File: config.mk
export PLATFORM = sky130hd
export DESIGN_NAME = stmax_ctrl
export DESIGN_NICKNAME = d
export VERILOG_FILES = /design/src/design/stmax_pkg.sv /design/src/design/stmax_ctrl.sv
export SDC_FILE = /design/constraint.sdc
export NUM_CORES = 1
export LEC_CHECK = 0
export BUFFER_PORTS_ARGS = -buffer_cell sky130_fd_sc_hd__buf_4
export CORE_AREA = 4 4 41 43
export DETAILED_ROUTE_END_ITERATION = 7
export DIE_AREA = 0 0 45 47
export PLACE_DENSITY_LB_ADDON = 0.25
export SYNTH_ARGS = -nofsm -noshare
export SYNTH_HDL_FRONTEND = slang
export SYNTH_SLANG_ARGS = --single-unit
File: constraint.sdc
create_clock -name clk -period 1.25 [get_ports clk]
set_clock_uncertainty 0.05 [all_clocks]
set_input_delay 0.0625 -clock clk [delete_from_list [all_inputs] [get_ports clk]]
set_output_delay 0.0625 -clock clk [all_outputs]
set_load 0.02 [all_outputs]
File: src/design/stmax_pkg.sv
// shared types, constants and the signed max helper for the range max tree
package stmax_pkg;

	localparam int DATA_W         = 32;
	localparam int DEF_LEAF_COUNT = 1024;
	localparam int FIRST_W        = 10;
	localparam int END_W          = 11;

	typedef logic signed [DATA_W-1:0] data_t;

	localparam data_t MIN_VAL = {1'b1, {(DATA_W-1){1'b0}}};

	localparam logic OP_SET   = 1'b0;
	localparam logic OP_QUERY = 1'b1;

	typedef enum logic [3:0] {
		ST_CLEAR,
		ST_IDLE,
		ST_U_LEAF,
		ST_U_READ,
		ST_U_WRITE,
		ST_Q_TEST,
		ST_Q_ACC_B,
		ST_Q_ACC_E,
		ST_Q_FINISH
	} state_t;

	typedef enum logic [1:0] {
		RD_B,
		RD_E,
		RD_SIB
	} rd_sel_t;

	typedef struct packed {
		logic    clr_step;
		logic    load;
		logic    leaf_wr;
		logic    up_wr;
		logic    mem_re;
		rd_sel_t rd_sel;
		logic    acc_b;
		logic    acc_e;
		logic    shift;
		logic    post;
	} ctrl_cmd_t;

	typedef struct packed {
		logic clr_last;
		logic is_query;
		logic upd_skip;
		logic u_root;
		logic parent_root;
		logic q_more;
		logic b_odd;
		logic e_odd;
		logic out_room;
	} ctrl_sts_t;

	function automatic data_t smax(input data_t a, input data_t b);
		smax = (a >= b) ? a : b;
	endfunction

endpackage

File: src/design/stmax_ctrl.sv
// sequencer for clear pass, leaf update walk and range query walk
module stmax_ctrl (
	input  logic                  clk,
	input  logic                  arst_n,
	input  logic                  req_valid,
	output logic                  req_stall,
	input  stmax_pkg::ctrl_sts_t  sts,
	output stmax_pkg::ctrl_cmd_t  cmd
);
	import stmax_pkg::*;

	state_t state_q;
	state_t state_nxt;
	logic   take;

	assign take = req_valid && (state_q == ST_IDLE);

	always_ff @(posedge clk or negedge arst_n) begin
		if (!arst_n) begin
			state_q <= ST_CLEAR;
		end else begin
			state_q <= state_nxt;
		end
	end

	always_comb begin
		state_nxt = state_q;
		unique case (state_q)
			ST_CLEAR: begin
				if (sts.clr_last) state_nxt = ST_IDLE;
			end
			ST_IDLE: begin
				if (take) begin
					if (sts.is_query) state_nxt = ST_Q_TEST;
					else if (!sts.upd_skip) state_nxt = ST_U_LEAF;
				end
			end
			ST_U_LEAF: begin
				state_nxt = sts.u_root ? ST_IDLE : ST_U_READ;
			end
			ST_U_READ: begin
				state_nxt = ST_U_WRITE;
			end
			ST_U_WRITE: begin
				state_nxt = sts.parent_root ? ST_IDLE : ST_U_READ;
			end
			ST_Q_TEST: begin
				priority if (!sts.q_more) state_nxt = ST_Q_FINISH;
				else if (sts.b_odd) state_nxt = ST_Q_ACC_B;
				else if (sts.e_odd) state_nxt = ST_Q_ACC_E;
				else state_nxt = ST_Q_TEST;
			end
			ST_Q_ACC_B: begin
				state_nxt = sts.e_odd ? ST_Q_ACC_E : ST_Q_TEST;
			end
			ST_Q_ACC_E: begin
				state_nxt = ST_Q_TEST;
			end
			ST_Q_FINISH: begin
				if (sts.out_room) state_nxt = ST_IDLE;
			end
			default: state_nxt = ST_CLEAR;
		endcase
	end

	always_comb begin
		cmd        = '0;
		cmd.rd_sel = RD_B;
		req_stall  = (state_q != ST_IDLE);
		unique case (state_q)
			ST_CLEAR: cmd.clr_step = 1'b1;
			ST_IDLE:  cmd.load = take;
			ST_U_LEAF: cmd.leaf_wr = 1'b1;
			ST_U_READ: begin
				cmd.mem_re = 1'b1;
				cmd.rd_sel = RD_SIB;
			end
			ST_U_WRITE: cmd.up_wr = 1'b1;
			ST_Q_TEST: begin
				priority if (!sts.q_more) begin
					cmd.mem_re = 1'b0;
				end else if (sts.b_odd) begin
					cmd.mem_re = 1'b1;
					cmd.rd_sel = RD_B;
				end else if (sts.e_odd) begin
					cmd.mem_re = 1'b1;
					cmd.rd_sel = RD_E;
				end else begin
					cmd.shift = 1'b1;
				end
			end
			ST_Q_ACC_B: begin
				cmd.acc_b = 1'b1;
				if (sts.e_odd) begin
					cmd.mem_re = 1'b1;
					cmd.rd_sel = RD_E;
				end else begin
					cmd.shift = 1'b1;
				end
			end
			ST_Q_ACC_E: begin
				cmd.acc_e = 1'b1;
				cmd.shift = 1'b1;
			end
			ST_Q_FINISH: cmd.post = sts.out_room;
			default: cmd = '0;
		endcase
	end

endmodule

==> results.py, run 1 <==
metrics = {
    "sta": {
        "slew_viol_final": 0,
        "slew_headroom_pct": 75.9,
        "hold_viol_final": 0,
        "fmax_mhz": 651,
        "fin_ws_ns": -0.287,
        "rsz0062_at_grt": "yes",
        "setup_viol": 16,
        "fin_crit_sh_pct": 123,
        "fin_crit_ns": 1.54,
        "tightest_slew_ns": 0.360,
    },
    "logic_synthesis": {
        "avgSynthCellArea_um2": 7.55,
        "synth-edff-count": 0,
        "ys_types": 29,
        "seq_area_frac_synth_pct": 20.7,
        "yosys.area.top_type_share_pct": 20.7,
        "yosys_warnings": 0,
        "ys.flop_type": "dfrtp_1",
        "netlist_top_cells_count": "8 x nor2_1, 6 x a21oi_1, 5 x nor3_1",
        "mappedNetlistArea_um2": 483,
        "netlist_instances": 64,
        "syn_nets": 76,
        "ys_top_cells_by_area": "dfrtp_1 21%, a21oi_1 6.2%, nor2_1 6.2%",
        "synth_top_area_cell": "dfrtp_1",
        "synth_most_common_cell": "nor2_1",
        "synth-seq-cells": 4,
        "synthArstFlopShare_pct": 100,
    },
    "floorplan": {
        "num_rows": 13,
        "die_y_um": 47,
        "die_w_um": 45,
        "ios": 24,
        "fp.coreArea_um2": 1300,
        "die_area_um2": 2120,
        "initial_utilization_pct": 37.1,
    },
    "worst_setup_path": {
        "crit_type": "register to output port",
        "end_kind": "output port",
        "cpPeakStageDelay_ns": 0.43,
        "worst-path-stages": 6,
        "worstPathCellList": "buf_12, nand2b_4, mux2i_1, nand2_1, nand2b_1, buf_6",
        "cp.arrival_ns": 1.42,
        "crit_required_ns": 1.14,
        "rr_worst_depth": 6,
        "critical-path-top-delay-family": "flip-flops",
        "start_kind": "register",
        "crit_buf_inv": 2,
        "critical_path.max_fanout": 5,
        "slowest_stage": "dfrtp_2",
    },
    "detailed_routing": {
        "detail_route.wl_per_cell_um": 17.7,
        "drtPass1Iterations": 4,
        "ant_nets": 0,
        "num_vias": 714,
        "finalWirelength_um": 2320,
        "drcViolationCount": 0,
        "drt_iter0_drc": 4,
        "viasPerCell": 5.45,
    },
    "pwr": {
        "p_switching_mw": 1.00,
        "p_int_mw": 1.41,
        "pwr-share-clk_pct": 7.2,
        "fin_total_pwr_mw": 2.41,
        "leakagePower_nw": 0.533,
        "ir_drop_uv": 1040,
        "pwr-share-comb_pct": 81.9,
        "switching_share_pct": 41.6,
        "p_per_area_nw_per_um2": 2050,
        "pwr-share-seq_pct": 11.0,
    },
    "cells_and_area": {
        "nets": 130,
        "n_antenna_cell": 0,
        "reg_top3": "state_q (4)",
        "fin_cells": 131,
        "largest_register_ffs": 4,
        "syn_to_final_growth_pct": 143,
        "top_register": "state_q",
        "drive_above_1_share_pct": 75.9,
    },
    "run": {
        "drv_cap": 0,
    },
    "min_path": {
        "hp-class": "input pin to asynchronous set/reset pin",
    },
    "clocking": {
        "clkTransAtPathRegs_ns": 0.04,
        "cts-root-buf": "clkbuf_4",
        "clock_latency_ns": 0.24,
        "cts.sinks": 4,
        "htree_num_levels": 1,
        "clockBufferDepth": 2,
        "cts_buffers": 3,
        "cts_tree": "yes",
    },
    "place": {
        "dp.cells": 107,
        "io_buffer_count": 23,
        "hpwl_um": 1120,
        "gp_congestion": 0.729,
    },
    "global_routing": {
        "grt.overflow.total": 0,
        "grt_pass1_vias": 710,
        "grt_usage_pct": 23.6,
        "grt_max_degree": 8,
        "antenna_found_initial": 0,
        "grt_pass1_wl_um": 3450,
    },
    "run_status": {
        "violations": "negative setup slack",
        "status": "finished with violations",
    },
}
## cells by family after synthesis
group	synth area share [%]
buffers and inverters	9.32
flip-flops	20.7
AND/OR/NAND/NOR	42.7
AO/OA/AOI/OAI	25.1
multiplexers	2.07
## cell type report
| type | count | area [µm²] |
|---|---|---|
| timing repair buffer | 55 | 515 |
| multi-input combinational | 51 | 502 |
| fill | 58 | 126 |
| sequential | 4 | 105 |
| clock buffer | 3 | 22.5 |
| tap | 15 | 18.8 |
| inverter | 3 | 11.3 |
## worst paths after layout
kind,slack (ns),end,from
max in group asynchronous,0.93,state_q[1]$_DFFE_PN0P_,arst_n
max reg2reg,-0.27,state_q[0]$_DFFE_PN0P_,state_q[0]$_DFFE_PN0P_
min in group clk,0.16,state_q[1]$_DFFE_PN0P_,sts[7]
min,0.11,state_q[3]$_DFFE_PN0P_,arst_n
max,-0.29,cmd[6],state_q[0]$_DFFE_PN0P_
min reg2reg,0.76,state_q[2]$_DFFE_PN0P_,state_q[3]$_DFFE_PN0P_
## cells in the final DEF (no fill, tap or decap), types with 2 or more instances in the layout
| cell type | n |
|---|---|
| nor2b_1 | 2 |
| o41ai_4 | 2 |
| nor3_2 | 3 |
| buf_4 | 32 |
| buf_6 | 20 |
| nor3b_2 | 2 |
| nor4b_4 | 2 |
| a21oi_1 | 4 |
| clkbuf_4 | 3 |
| nor2_4 | 2 |
| buf_12 | 2 |
| a21oi_2 | 2 |
| dfrtp_2 | 4 |
| nand2_1 | 2 |
| inv_1 | 2 |
| nor2_1 | 6 |
| nand2b_4 | 2 |
| nand3b_1 | 2 |
## power groups by stage
stage	combinational, mW	sequential (mW)	clock (mW)
finish	1.97	0.264	0.172
global route	2.06	0.269	0.189
global placement	1.06	0.257	0
floorplan	0.719	0.194	0
CTS	1.70	0.267	0.171
detailed placement	1.08	0.258	0
## metrics by stage
step / util (%) / TNS [ns] / area, µm² / setup slack [ns] / hold slack (ns)
after global placement: 59.3 / -0.705 / 772 / -0.148 / -0.190
after floorplan: - / -0.346 / 528 / -0.0625 / -0.283
after detailed placement: 59.3 / -0.969 / 772 / -0.186 / -0.189
after CTS: 82.2 / -2.67 / 1070 / -0.257 / 0.0993
after global routing: 90.3 / -4.02 / 1170 / -0.397 / 0.120
final: 90.3 / -3.12 / 1170 / -0.287 / 0.110
## metal layers
layer  wire length (µm)  global-route usage, %  share of wire, %  up-vias
met3                127                   6.90               5.5        8
met2               1200                   42.1                51       29
met4                 89                   13.5               3.8        0
met5                  0                      0                 0        -
li1                   -                      -                 -      333
met1                910                   24.7                39      344
## repair_timing
item / in CTS / in global routing
endpoints found under the hold margin: 4 / 0
hold buffers: 1 / 0
setup endpoints to repair: 16 / 16
gates resized for setup: 29 / 21
setup buffers: 14 / 7
pin swaps: 10 / 16
cloned: 1 / 0
No activity file was read; power rests on OpenSTA's default activity.
==> inputs of run 2 (changes only) <==
Settings changed: CORE_AREA 4 4 41 43 to 2 2 39 41, DIE_AREA 0 0 45 47 to 0 0 41 43.
==> results.py, run 2 (synthesis gave the netlist of run 1 again) <==
metrics = {
    "run_status": {
        "status": "finished with violations",
        "violations": "negative setup slack",
    },
    "worst_setup_path": {
        "worstPathCellList": "buf_12, nand2b_4, mux2i_1, nand2_1, nand2b_4, buf_6",
        "cpPeakStageDelay_ns": 0.43,
        "slowest_stage": "dfrtp_2",
        "crit_top_cell": "nand2b_4",
        "crit_type": "register to output port",
        "critical_path.max_fanout": 6,
        "end_kind": "output port",
        "crit_required_ns": 1.14,
        "cp.arrival_ns": 1.50,
        "start_kind": "register",
    },
    "global_routing": {
        "grt_pass1_wl_um": 2450,
        "grt_max_degree": 13,
        "grt_pass1_vias": 575,
        "grt.overflow.total": 0,
        "grt_usage_pct": 20.1,
        "antenna_found_initial": 0,
    },
    "floorplan": {
        "ios": 24,
        "die_w_um": 41,
        "fp.coreArea_um2": 1380,
        "die_area_um2": 1760,
        "initial_utilization_pct": 34.9,
        "num_rows": 14,
        "die_y_um": 43,
    },
    "sta": {
        "fin_ws_ns": -0.364,
        "setup_viol": 16,
        "rsz0062_at_grt": "yes",
        "tightest_slew_ns": 0.323,
        "hold_viol_final": 0,
        "fmax_mhz": 619,
        "fin_crit_sh_pct": 129,
        "slew_viol_final": 0,
        "slew_headroom_pct": 78.2,
        "fin_crit_ns": 1.61,
    },
    "clocking": {
        "clkTransAtPathRegs_ns": 0.04,
        "cts.sinks": 4,
        "clock_latency_ns": 0.23,
        "cts_tree": "yes",
        "clockBufferDepth": 2,
        "cts-root-buf": "clkbuf_4",
        "cts_buffers": 3,
        "htree_num_levels": 1,
    },
    "pwr": {
        "switching_share_pct": 41.5,
        "fin_total_pwr_mw": 2.17,
        "p_per_area_nw_per_um2": 1960,
        "pwr-share-clk_pct": 7.2,
        "pwr-share-seq_pct": 11.8,
        "leakagePower_nw": 0.500,
        "pwr-share-comb_pct": 80.9,
        "ir_drop_uv": 1090,
        "p_int_mw": 1.27,
        "p_switching_mw": 0.900,
    },
    "cells_and_area": {
        "syn_to_final_growth_pct": 129,
        "reg_top3": "state_q (4)",
        "nets": 124,
        "largest_register_ffs": 4,
        "top_register": "state_q",
        "drive_above_1_share_pct": 70.0,
        "n_antenna_cell": 0,
        "final_common_cell": "buf_4",
        "fin_util_pct": 80.0,
        "layout_common_cells": "30 x buf_4, 14 x buf_6, 4 x nor2_1, 4 x a21oi_1",
    },
    "place": {
        "io_buffer_count": 23,
        "hpwl_um": 1040,
        "gp_congestion": 0.782,
    },
    "detailed_routing": {
        "finalWirelength_um": 1900,
        "drcViolationCount": 0,
        "ant_nets": 0,
        "viasPerCell": 5.10,
        "num_vias": 643,
        "drtPass1Iterations": 6,
        "detail_route.wl_per_cell_um": 15.1,
        "drt_iter0_drc": 9,
    },
    "run": {
        "drv_cap": 0,
    },
    "min_path": {
        "hp-class": "input pin to asynchronous set/reset pin",
    },
}
[run 2: layer usage]
| layer | track usage [%] | vias to the layer above | part of all wire, % |
|---|---|---|---|
| met3 | 3.14 | 0 | 2.2 |
| met5 | 0 | - | 0 |
| met1 | 27.2 | 304 | 42 |
| met2 | 33.4 | 18 | 56 |
| met4 | 2.00 | 0 | 0 |
| li1 | - | 321 | - |
[run 2: worst paths after layout]
path | from | to | slack (ns) | cells past startpoint
worst max-delay path | state_q[0]$_DFFE_PN0P_ | cmd[6] | -0.36 | 6
worst min-delay path | arst_n | state_q[1]$_DFFE_PN0P_ | 0.12 | 2
worst max register to register | state_q[1]$_DFFE_PN0P_ | state_q[2]$_DFFE_PN0P_ | -0.25 | 5
worst min register to register | state_q[1]$_DFFE_PN0P_ | state_q[3]$_DFFE_PN0P_ | 0.67 | 2
max in group asynchronous | arst_n | state_q[0]$_DFFE_PN0P_ | 0.92 | 2
min in group clk | sts[0] | state_q[3]$_DFFE_PN0P_ | 0.13 | 4
[run 2: power by group through the flow]
| stage | registers [mW] | logic [mW] | clock network, mW |
|---|---|---|---|
| CTS | 0.236 | 1.44 | 0.157 |
| detailed placement | 0.244 | 1.16 | 0 |
| global route | 0.260 | 1.85 | 0.168 |
| global placement | 0.239 | 1.15 | 0 |
| floorplan | 0.194 | 0.719 | 0 |
| finish | 0.256 | 1.75 | 0.157 |
[run 2: critical path: cells and delay by family, from the launching register on]
family,cells,cell delay [ns]
buf+inv,2,0.26
simple gates,3,0.38
mux,1,0.19
flops,1,0.43
[run 2: cell type report]
class	instances	area [µm²]
clock buffer	3	22.5
fill	87	277
inverter	3	11.3
multi-input combinational	51	472
sequential	4	104
tap	16	20.0
timing repair buffer	49	478
[run 2: per-stage QoR]
stage               cell area [µm²]  hold slack [ns]  cells  setup TNS (ns)  setup slack, ns
floorplan                       528           -0.283     64          -0.346          -0.0625
global placement                801           -0.191    110          -0.804           -0.154
detailed placement              801           -0.191    110           -1.11           -0.214
CTS                             957            0.114    119           -2.80           -0.278
global route                   1110            0.131    126           -4.22           -0.387
finish                         1110            0.116    126           -3.32           -0.364
[run 2: repair_timing]
| action | in CTS | in global routing |
|---|---|---|
| endpoints found under the setup margin | 16 | 16 |
| gates resized for setup | 17 | 20 |
| setup buffers | 5 | 6 |
| pin swaps | 9 | 7 |
| hold buffers | 1 | 0 |
| endpoints found under the hold margin | 4 | 0 |
| cloned | 0 | 1 |
